--- src/rtl/psfp_pkg.sv ---
`timescale 1ns / 1ps
// Package for the particle sensor frame parser.
// Frame constants, status codes and the result struct. No dependencies.
package psfp_pkg;

    localparam logic [7:0] HDR_LEAD   = 8'h16;
    localparam logic [7:0] HDR1_BASIC = 8'h11;
    localparam logic [7:0] HDR2_BASIC = 8'h0B;
    localparam logic [7:0] HDR1_K     = 8'h0D;
    localparam logic [7:0] HDR2_K     = 8'h02;

    localparam int POS_W         = 5;
    localparam int HDR_LEN       = 3;
    localparam int PAYLOAD_BASIC = 16;
    localparam int PAYLOAD_K     = 12;
    localparam int OFS_PM2_5     = 5;
    localparam int OFS_PM1_0     = 9;
    localparam int OFS_PM10      = 13;

    localparam logic [POS_W-1:0] SUM_POS_BASIC = POS_W'(HDR_LEN + PAYLOAD_BASIC);
    localparam logic [POS_W-1:0] SUM_POS_K     = POS_W'(HDR_LEN + PAYLOAD_K);

    typedef enum logic [1:0] {
        ST_GOOD   = 2'd0,
        ST_HEADER = 2'd1,
        ST_SUM    = 2'd2
    } t_status;

    typedef struct packed {
        t_status     frame_status;
        logic [15:0] pm1_0_value;
        logic [15:0] pm2_5_value;
        logic [15:0] pm10_value;
    } t_result;

endpackage

--- src/rtl/psfp_ifs.sv ---
`timescale 1ns / 1ps
// Valid/ready channel interfaces for the frame parser: byte input and result output.
// No dependencies.
interface psfp_byte_if;
    logic       valid;
    logic       ready;
    logic [7:0] rx_byte;

    modport source (output valid, output rx_byte, input ready);
    modport sink   (input valid, input rx_byte, output ready);
endinterface

interface psfp_result_if;
    logic        valid;
    logic        ready;
    logic [1:0]  frame_status;
    logic [15:0] pm1_0_value;
    logic [15:0] pm2_5_value;
    logic [15:0] pm10_value;

    modport source (output valid, output frame_status, output pm1_0_value,
                    output pm2_5_value, output pm10_value, input ready);
    modport sink   (input valid, input frame_status, input pm1_0_value,
                    input pm2_5_value, input pm10_value, output ready);
endinterface

--- src/rtl/psfp_frame_fsm.sv ---
`timescale 1ns / 1ps
// Frame tracker: byte position, running sum and captured readings.
// Uses psfp_pkg.
module psfp_frame_fsm (
    input  logic             i_clk,
    input  logic             i_rst_n,
    input  logic             i_model,
    input  logic             i_step,
    input  logic [7:0]       i_byte,
    output logic             o_emit,
    output psfp_pkg::t_result o_result
);

    logic [psfp_pkg::POS_W-1:0] r_pos, n_pos;
    logic [7:0]                 r_sum, n_sum;
    logic [15:0]                r_pm1_0, n_pm1_0;
    logic [15:0]                r_pm2_5, n_pm2_5;
    logic [15:0]                r_pm10, n_pm10;

    logic [psfp_pkg::POS_W-1:0] sum_pos;
    logic [7:0]                 sum;
    logic [7:0]                 want;

    always_comb begin
        sum_pos = i_model ? psfp_pkg::SUM_POS_K : psfp_pkg::SUM_POS_BASIC;
        sum     = ((r_pos == '0) ? 8'd0 : r_sum) + i_byte;
        unique case (r_pos)
            psfp_pkg::POS_W'(0): want = psfp_pkg::HDR_LEAD;
            psfp_pkg::POS_W'(1): want = i_model ? psfp_pkg::HDR1_K : psfp_pkg::HDR1_BASIC;
            default:             want = i_model ? psfp_pkg::HDR2_K : psfp_pkg::HDR2_BASIC;
        endcase

        n_pos   = r_pos + 1'b1;
        n_sum   = sum;
        n_pm1_0 = r_pm1_0;
        n_pm2_5 = r_pm2_5;
        n_pm10  = r_pm10;
        o_emit  = 1'b0;
        o_result.frame_status = psfp_pkg::ST_HEADER;
        o_result.pm1_0_value  = '0;
        o_result.pm2_5_value  = '0;
        o_result.pm10_value   = '0;

        if (r_pos < psfp_pkg::POS_W'(psfp_pkg::HDR_LEN)) begin
            if (i_byte != want) begin
                n_pos  = '0;
                n_sum  = '0;
                o_emit = 1'b1;
            end
        end else if (r_pos < sum_pos) begin
            // readings are big-endian, high byte first
            if (r_pos == psfp_pkg::POS_W'(psfp_pkg::OFS_PM2_5))     n_pm2_5[15:8] = i_byte;
            if (r_pos == psfp_pkg::POS_W'(psfp_pkg::OFS_PM2_5 + 1)) n_pm2_5[7:0]  = i_byte;
            if (r_pos == psfp_pkg::POS_W'(psfp_pkg::OFS_PM1_0))     n_pm1_0[15:8] = i_byte;
            if (r_pos == psfp_pkg::POS_W'(psfp_pkg::OFS_PM1_0 + 1)) n_pm1_0[7:0]  = i_byte;
            if (r_pos == psfp_pkg::POS_W'(psfp_pkg::OFS_PM10))      n_pm10[15:8]  = i_byte;
            if (r_pos == psfp_pkg::POS_W'(psfp_pkg::OFS_PM10 + 1))  n_pm10[7:0]   = i_byte;
        end else begin
            n_pos  = '0;
            n_sum  = '0;
            o_emit = 1'b1;
            if (r_pos == sum_pos) begin
                if (sum != 8'd0) begin
                    o_result.frame_status = psfp_pkg::ST_SUM;
                end else begin
                    o_result.frame_status = psfp_pkg::ST_GOOD;
                    o_result.pm1_0_value  = r_pm1_0;
                    o_result.pm2_5_value  = r_pm2_5;
                    o_result.pm10_value   = r_pm10;
                end
            end
            // past the checksum offset (model changed mid-frame): header error
        end
    end

    always_ff @(posedge i_clk) begin
        if (!i_rst_n) begin
            r_pos   <= '0;
            r_sum   <= '0;
            r_pm1_0 <= '0;
            r_pm2_5 <= '0;
            r_pm10  <= '0;
        end else if (i_step) begin
            r_pos   <= n_pos;
            r_sum   <= n_sum;
            r_pm1_0 <= n_pm1_0;
            r_pm2_5 <= n_pm2_5;
            r_pm10  <= n_pm10;
        end
    end

endmodule

--- src/rtl/psfp_out_reg.sv ---
`timescale 1ns / 1ps
// Result register holding one result beat until the sink takes it.
// Uses psfp_pkg.
module psfp_out_reg (
    input  logic              i_clk,
    input  logic              i_rst_n,
    input  logic              i_load,
    input  psfp_pkg::t_result i_result,
    input  logic              i_ready,
    output logic              o_valid,
    output psfp_pkg::t_result o_result
);

    logic              r_valid;
    psfp_pkg::t_result r_result;

    always_ff @(posedge i_clk) begin
        if (!i_rst_n) begin
            r_valid <= 1'b0;
        end else if (i_load) begin
            r_valid <= 1'b1;
        end else if (i_ready) begin
            r_valid <= 1'b0;
        end
    end

    always_ff @(posedge i_clk) begin
        if (i_load) begin
            r_result <= i_result;
        end
    end

    assign o_valid  = r_valid;
    assign o_result = r_result;

endmodule

--- src/rtl/particle_sensor_frame_parser_core.sv ---
`timescale 1ns / 1ps
// Particle sensor response frame parser, top level.
// Uses psfp_pkg, psfp_ifs (channels), psfp_frame_fsm and psfp_out_reg.

// Takes one received serial byte per beat and reports one result beat each
// time a response frame completes (good or bad checksum) or a byte breaks
// the header. Throughput is one byte per clock while the result side does not
// stall; an accepted byte sits in the input register, then passes through
// the frame tracker into the result register. The input register advances
// whenever the result register is empty or being drained; while a result
// waits unread, one more byte is held in the input register and then the
// input stalls. i_cfg_we/i_cfg_data select the sensor model
// (0 = basic, 20-byte frame; 1 = K, 16-byte frame) and should be written only
// while no byte is in flight.
module particle_sensor_frame_parser_core (
    input  logic           i_clk,
    input  logic           i_rst_n,
    input  logic           i_cfg_we,
    input  logic           i_cfg_data,
    psfp_byte_if.sink      i_byte,
    psfp_result_if.source  o_result
);

    // config register
    logic r_sensor_model;

    always_ff @(posedge i_clk) begin
        if (!i_rst_n) begin
            r_sensor_model <= 1'b0;
        end else if (i_cfg_we) begin
            r_sensor_model <= i_cfg_data;
        end
    end

    // input register
    logic       r_in_valid;
    logic [7:0] r_in_byte;
    logic       out_valid;
    logic       out_free;
    logic       step;
    logic       emit;

    psfp_pkg::t_result fsm_result;
    psfp_pkg::t_result out_result;

    assign out_free     = !out_valid || o_result.ready;
    assign step         = r_in_valid && out_free;
    assign i_byte.ready = !r_in_valid || out_free;

    always_ff @(posedge i_clk) begin
        if (!i_rst_n) begin
            r_in_valid <= 1'b0;
        end else if (i_byte.valid && i_byte.ready) begin
            r_in_valid <= 1'b1;
        end else if (step) begin
            r_in_valid <= 1'b0;
        end
    end

    always_ff @(posedge i_clk) begin
        if (i_byte.valid && i_byte.ready) begin
            r_in_byte <= i_byte.rx_byte;
        end
    end

    // frame tracking and result formation
    psfp_frame_fsm u_fsm (
        .i_clk    (i_clk),
        .i_rst_n  (i_rst_n),
        .i_model  (r_sensor_model),
        .i_step   (step),
        .i_byte   (r_in_byte),
        .o_emit   (emit),
        .o_result (fsm_result)
    );

    // result register
    psfp_out_reg u_out (
        .i_clk    (i_clk),
        .i_rst_n  (i_rst_n),
        .i_load   (step && emit),
        .i_result (fsm_result),
        .i_ready  (o_result.ready),
        .o_valid  (out_valid),
        .o_result (out_result)
    );

    assign o_result.valid        = out_valid;
    assign o_result.frame_status = out_result.frame_status;
    assign o_result.pm1_0_value  = out_result.pm1_0_value;
    assign o_result.pm2_5_value  = out_result.pm2_5_value;
    assign o_result.pm10_value   = out_result.pm10_value;

`ifndef SYNTHESIS
    // a byte held in the input register stays put while the result side is blocked
    a_in_hold: assert property (@(posedge i_clk) disable iff (!i_rst_n)
        r_in_valid && !out_free |=> r_in_valid && $stable(r_in_byte))
        else $error("input register changed while stalled");

    // rejected frames carry zero readings
    a_reject_zero: assert property (@(posedge i_clk) disable iff (!i_rst_n)
        o_result.valid && (o_result.frame_status != psfp_pkg::ST_GOOD) |->
        (o_result.pm1_0_value == 16'd0) && (o_result.pm2_5_value == 16'd0) &&
        (o_result.pm10_value == 16'd0))
        else $error("rejected frame with nonzero readings");

    // status code 3 is never produced
    a_status_code: assert property (@(posedge i_clk) disable iff (!i_rst_n)
        o_result.valid |-> (o_result.frame_status != 2'd3))
        else $error("undefined frame status");
`endif

endmodule
--- src/flat_wrapper.sv ---
// flat-port wrapper written by rule: the top's interface ports become plain ports
module particle_sensor_frame_parser_core_flat 
  (i_clk, i_rst_n, i_cfg_we, i_cfg_data, i_byte_valid, i_byte_rx_byte, i_byte_ready, o_result_valid, o_result_frame_status, o_result_pm1_0_value, o_result_pm2_5_value, o_result_pm10_value, o_result_ready);
  psfp_byte_if i_byte_i ();
  psfp_result_if o_result_i ();
  input  logic i_clk;
  input  logic i_rst_n;
  input  logic i_cfg_we;
  input  logic i_cfg_data;
  input wire logic [$bits(i_byte_i.valid)-1:0] i_byte_valid;
  input wire logic [$bits(i_byte_i.rx_byte)-1:0] i_byte_rx_byte;
  output wire logic [$bits(i_byte_i.ready)-1:0] i_byte_ready;
  output wire logic [$bits(o_result_i.valid)-1:0] o_result_valid;
  output wire logic [$bits(o_result_i.frame_status)-1:0] o_result_frame_status;
  output wire logic [$bits(o_result_i.pm1_0_value)-1:0] o_result_pm1_0_value;
  output wire logic [$bits(o_result_i.pm2_5_value)-1:0] o_result_pm2_5_value;
  output wire logic [$bits(o_result_i.pm10_value)-1:0] o_result_pm10_value;
  input wire logic [$bits(o_result_i.ready)-1:0] o_result_ready;
  assign i_byte_i.valid = i_byte_valid;
  assign i_byte_i.rx_byte = i_byte_rx_byte;
  assign i_byte_ready = i_byte_i.ready;
  assign o_result_valid = o_result_i.valid;
  assign o_result_frame_status = o_result_i.frame_status;
  assign o_result_pm1_0_value = o_result_i.pm1_0_value;
  assign o_result_pm2_5_value = o_result_i.pm2_5_value;
  assign o_result_pm10_value = o_result_i.pm10_value;
  assign o_result_i.ready = o_result_ready;
  particle_sensor_frame_parser_core u_core (.i_clk(i_clk), .i_rst_n(i_rst_n), .i_cfg_we(i_cfg_we), .i_cfg_data(i_cfg_data), .i_byte(i_byte_i), .o_result(o_result_i));
endmodule
--- config.mk ---
export PLATFORM = sky130hd
export DESIGN_NAME = particle_sensor_frame_parser_core_flat
export DESIGN_NICKNAME = d
export VERILOG_FILES = /design/src/rtl/psfp_pkg.sv /design/src/rtl/psfp_ifs.sv /design/src/rtl/psfp_frame_fsm.sv /design/src/rtl/psfp_out_reg.sv /design/src/rtl/particle_sensor_frame_parser_core.sv /design/src/flat_wrapper.sv
export SDC_FILE = /design/constraint.sdc
export NUM_CORES = 1
export LEC_CHECK = 0
export ABC_AREA = 1
export BUFFER_PORTS_ARGS = -buffer_cell sky130_fd_sc_hd__buf_2
export CORE_MARGIN = 2
export CORE_UTILIZATION = 45
export CTS_BUF_LIST = sky130_fd_sc_hd__clkbuf_16
export DETAILED_ROUTE_END_ITERATION = 16
export GPL_TIMING_DRIVEN = 0
export PLACE_DENSITY_LB_ADDON = 0.12
export SYNTH_ARGS = -nofsm -noshare
export SYNTH_HDL_FRONTEND = slang
export SYNTH_SLANG_ARGS = --single-unit
--- constraint.sdc ---
create_clock -name i_clk -period 8.2 [get_ports i_clk]
set_clock_uncertainty 0.2 [all_clocks]
set_input_delay 2.05 -clock i_clk [delete_from_list [all_inputs] [get_ports i_clk]]
set_output_delay 2.05 -clock i_clk [all_outputs]
set_load 0.05 [all_outputs]
==> results.yml <==
run_status:
  outcome: "finished, violations left"
  failed_checks: "DRC"
final_layout:
  final_util_pct: 55.31
  seq_area_mm2: 0.003023
  nNetsFinal: 699
  syn_to_final_growth_pct: 18.92
  instances_no_fill: 825
  fillers: 1060
  layout-drive-gt1-share_pct: 18.62
  multi_input_area_mm2: 0.001888
  n_antenna_cell: 0
place:
  port_buffers: 64
  gp_congestion: 0.8646
  place_hpwl_mm: 7.449
  dp_cells: 794
synth:
  yosysSeqAreaShare_pct: 56.44
  synth_top_cell_by_area: "edfxtp_1"
  synth_cell_type_count: 32
  netlist_instances: 586
  synth_ff_type: "dfxtp_1"
  synthesis.area_mm2: 0.005356
  yosys_warnings: 0
  avgSynthCellArea_um2: 9.141
  syn_nets: 615
  synthArstFlopShare_pct: 0
  ys_top_cells_by_count: "nor2_1, inv_1, dfxtp_1"
  yosys_register_bits: 122
  synth_most_common_cell: "nor2_1"
  synth_area_leaders: "edfxtp_1, dfxtp_1, nor2_1"
  synth_edf_count: 58
  netlist.area_leader.share_pct: 32.52
floorplan:
  ioPinCount: 66
  initial_core_util_pct: 46.51
  die_x_um: 113.1
  dieArea_mm2: 0.01279
  rows: 39
  die_y_um: 113.1
  core_mm2: 0.01152
timing:
  fin_crit_ns: 4.797
  fin_crit_sh_pct: 58.51
  tns_ns: 0
  worstMarginPinSlew_ns: 0.5578
  grt_setup_unrepaired: "no"
  slew_violations: 0
  timing.fmax_mhz: 208.4
  final-hold-violation-count: 0
  setup_violations: 0
  slew_headroom_pct: 62.76
setup_path:
  cp_slowest_cell: "buf_2"
  crit_fanout: 3
  max_stage_delay_ns: 0.28
  endpoint_kind: "output pin"
  path_delay_family: "buffers and inverters"
  cp_num_buf_inv: 3
  cp_data_required_time_ns: 5.95
  cpMostUsedCell: "buf_2"
  arrival_ns: 2.55
  crit_type: "in -> out"
  startpoint_type: "input port"
  path_cells: "buf_2, inv_1, nand3_1, buf_2"
power:
  swShare_pct: 24.76
  seqPwrFrac_pct: 47.8
  vdd_drop_max_uv: 116.0
  p_int_w: 0.001049
  p_sw_w: 0.0003453
  power_density_mw_per_mm2: 218.9
  p_leak_nw: 2.411
  comb_power_share_pct: 7.4
  clkPwrFrac_pct: 44.7
clock_network:
  cts_resized: 0
  holdBufCountCts: 0
  clk_pin_slew_ns: 0.05
  clock_latency_ns: 0.42
  htree_levels: 4
  tritoncts: "done"
  cts_buffers: 17
  cts_root_buf: "clkbuf_16"
  cts.sinks: 122
  cts_setup_buffers: 0
  clock_path_buffers: 2
drt:
  wl_per_cell_um: 13.16
  vias: 3939
  drc_errors: 4
  first_iter_violations: 232
  antenna_left: 0
  finalWirelength_mm: 10.86
  dr.pass1.iters: 10
  routed_via_density: 4.775
global_routing:
  antenna_found_initial: 0
  grt.total_usage_pct: 18.37
  grt_pass1_wl_mm: 17.91
  grt_pass1_vias: 3707
  gr-total-overflow: 0
  grt_max_degree: 29
hold_path:
  hold_path_class: "reg -> reg"
flow_run:
  drv_cap: 0
final cells by class:
cell class | count | share of cell area [%]
Sequential cell | 122 | 47.46
Multi-Input combinational cell | 359 | 29.64
Clock buffer | 17 | 6.678
Timing Repair Buffer | 65 | 5.343
Inverter | 90 | 5.303
Tap cell | 143 | 2.809
Buffer | 15 | 1.689
Clock inverter | 14 | 1.080
cell families (layout without fill, tap and decap cells):
| group | Yosys count | count (layout) | synth area share, % |
|---|---|---|---|
| flops | 122 | 122 | 56.44 |
| simple gates | 263 | 263 | 22.99 |
| compound gates | 72 | 72 | 7.008 |
| fa+ha+maj | 15 | 15 | 3.644 |
| xor+xnor | 9 | 9 | 1.612 |
| buf+inv | 105 | 201 | 8.316 |
metal layers:
metal / GRT usage, % / share of wire (%) / vias to the layer above
met2: 28.58 / 46 / 84
met5: 0 / 0 / -
met1: 23.94 / 47 / 1794
li1: - / - / 2042
met4: 8.862 / 2.3 / 0
met3: 4.821 / 4.7 / 19
path summary, 6_finish.rpt:
kind / from / slack (ns) / cells after the start / endpoint
max: o_result_ready / 3.40 / 4 / i_byte_ready
min: u_core.u_fsm.r_sum[2] / 0.27 / 2 / u_core.u_fsm.r_sum[2]
max reg2reg: u_core.u_fsm.r_pos[0] / 4.77 / 15 / u_core.u_out.o_result[34]
min reg2reg: u_core.u_fsm.r_sum[2] / 0.27 / 2 / u_core.u_fsm.r_sum[2]
registers in the layout, indices dropped and copies added (netlist names):
name                   flops
u_core.r_in_byte           8
u_core.r_in_valid          1
u_core.r_sensor_model      1
u_core.u_fsm.r_pm10       16
u_core.u_fsm.r_pm1_0      16
u_core.u_fsm.r_pm2_5      16
u_core.u_fsm.r_pos         5
u_core.u_fsm.r_sum         8
u_core.u_out.o_result     50
u_core.u_out.o_valid       1
power by group through the flow:
stage / clock network (W) / registers (W) / logic (W)
3_5_place_dp: 0 / 0.000679 / 0.000105
3_3_place_gp: 0 / 0.000679 / 0.000102
2_1_floorplan: 0 / 0.000721 / 0.0000320
5_1_grt: 0.000669 / 0.000668 / 0.000112
6_report: 0.000624 / 0.000667 / 0.000104
4_1_cts: 0.000639 / 0.000666 / 0.000105
through the flow:
step | area [µm²] | hold WS (ns) | power [W] | setup WS [ns]
detailed placement | 5876 | 0.2592 | 0.0007836 | 3.397
finish | 6370 | 0.2659 | 0.001394 | 3.403
global route | 6370 | 0.2933 | 0.001449 | 3.365
global placement | 5856 | 0.2529 | 0.0007809 | 3.372
CTS | 6370 | 0.2672 | 0.001410 | 3.394
floorplan | 5356 | 0.2454 | 0.0007531 | 3.440
cells in the final DEF (no fill, tap or decap), types with 14 or more instances in the layout:
| cell type | Yosys | routed |
|---|---|---|
| clkbuf_16 | 0 | 17 |
| nand2_1 | 62 | 62 |
| ha_1 | 14 | 14 |
| nor2_1 | 138 | 138 |
| buf_2 | 3 | 67 |
| edfxtp_1 | 58 | 58 |
| nor2_4 | 21 | 21 |
| inv_1 | 89 | 91 |
| nand3_1 | 22 | 22 |
| o21ai_0 | 49 | 49 |
| dfxtp_1 | 64 | 64 |
| a21oi_1 | 19 | 19 |
worst register-to-register path, delay by kind of cell (launching register included):
| kind | cells | cell delay, ns |
|---|---|---|
| adders and majority gates | 3 | 0.89 |
| and+or+nand+nor | 7 | 0.95 |
| buffers and inverters | 5 | 0.77 |
| DFF | 1 | 0.47 |
No activity file was read; power rests on OpenSTA's default activity.
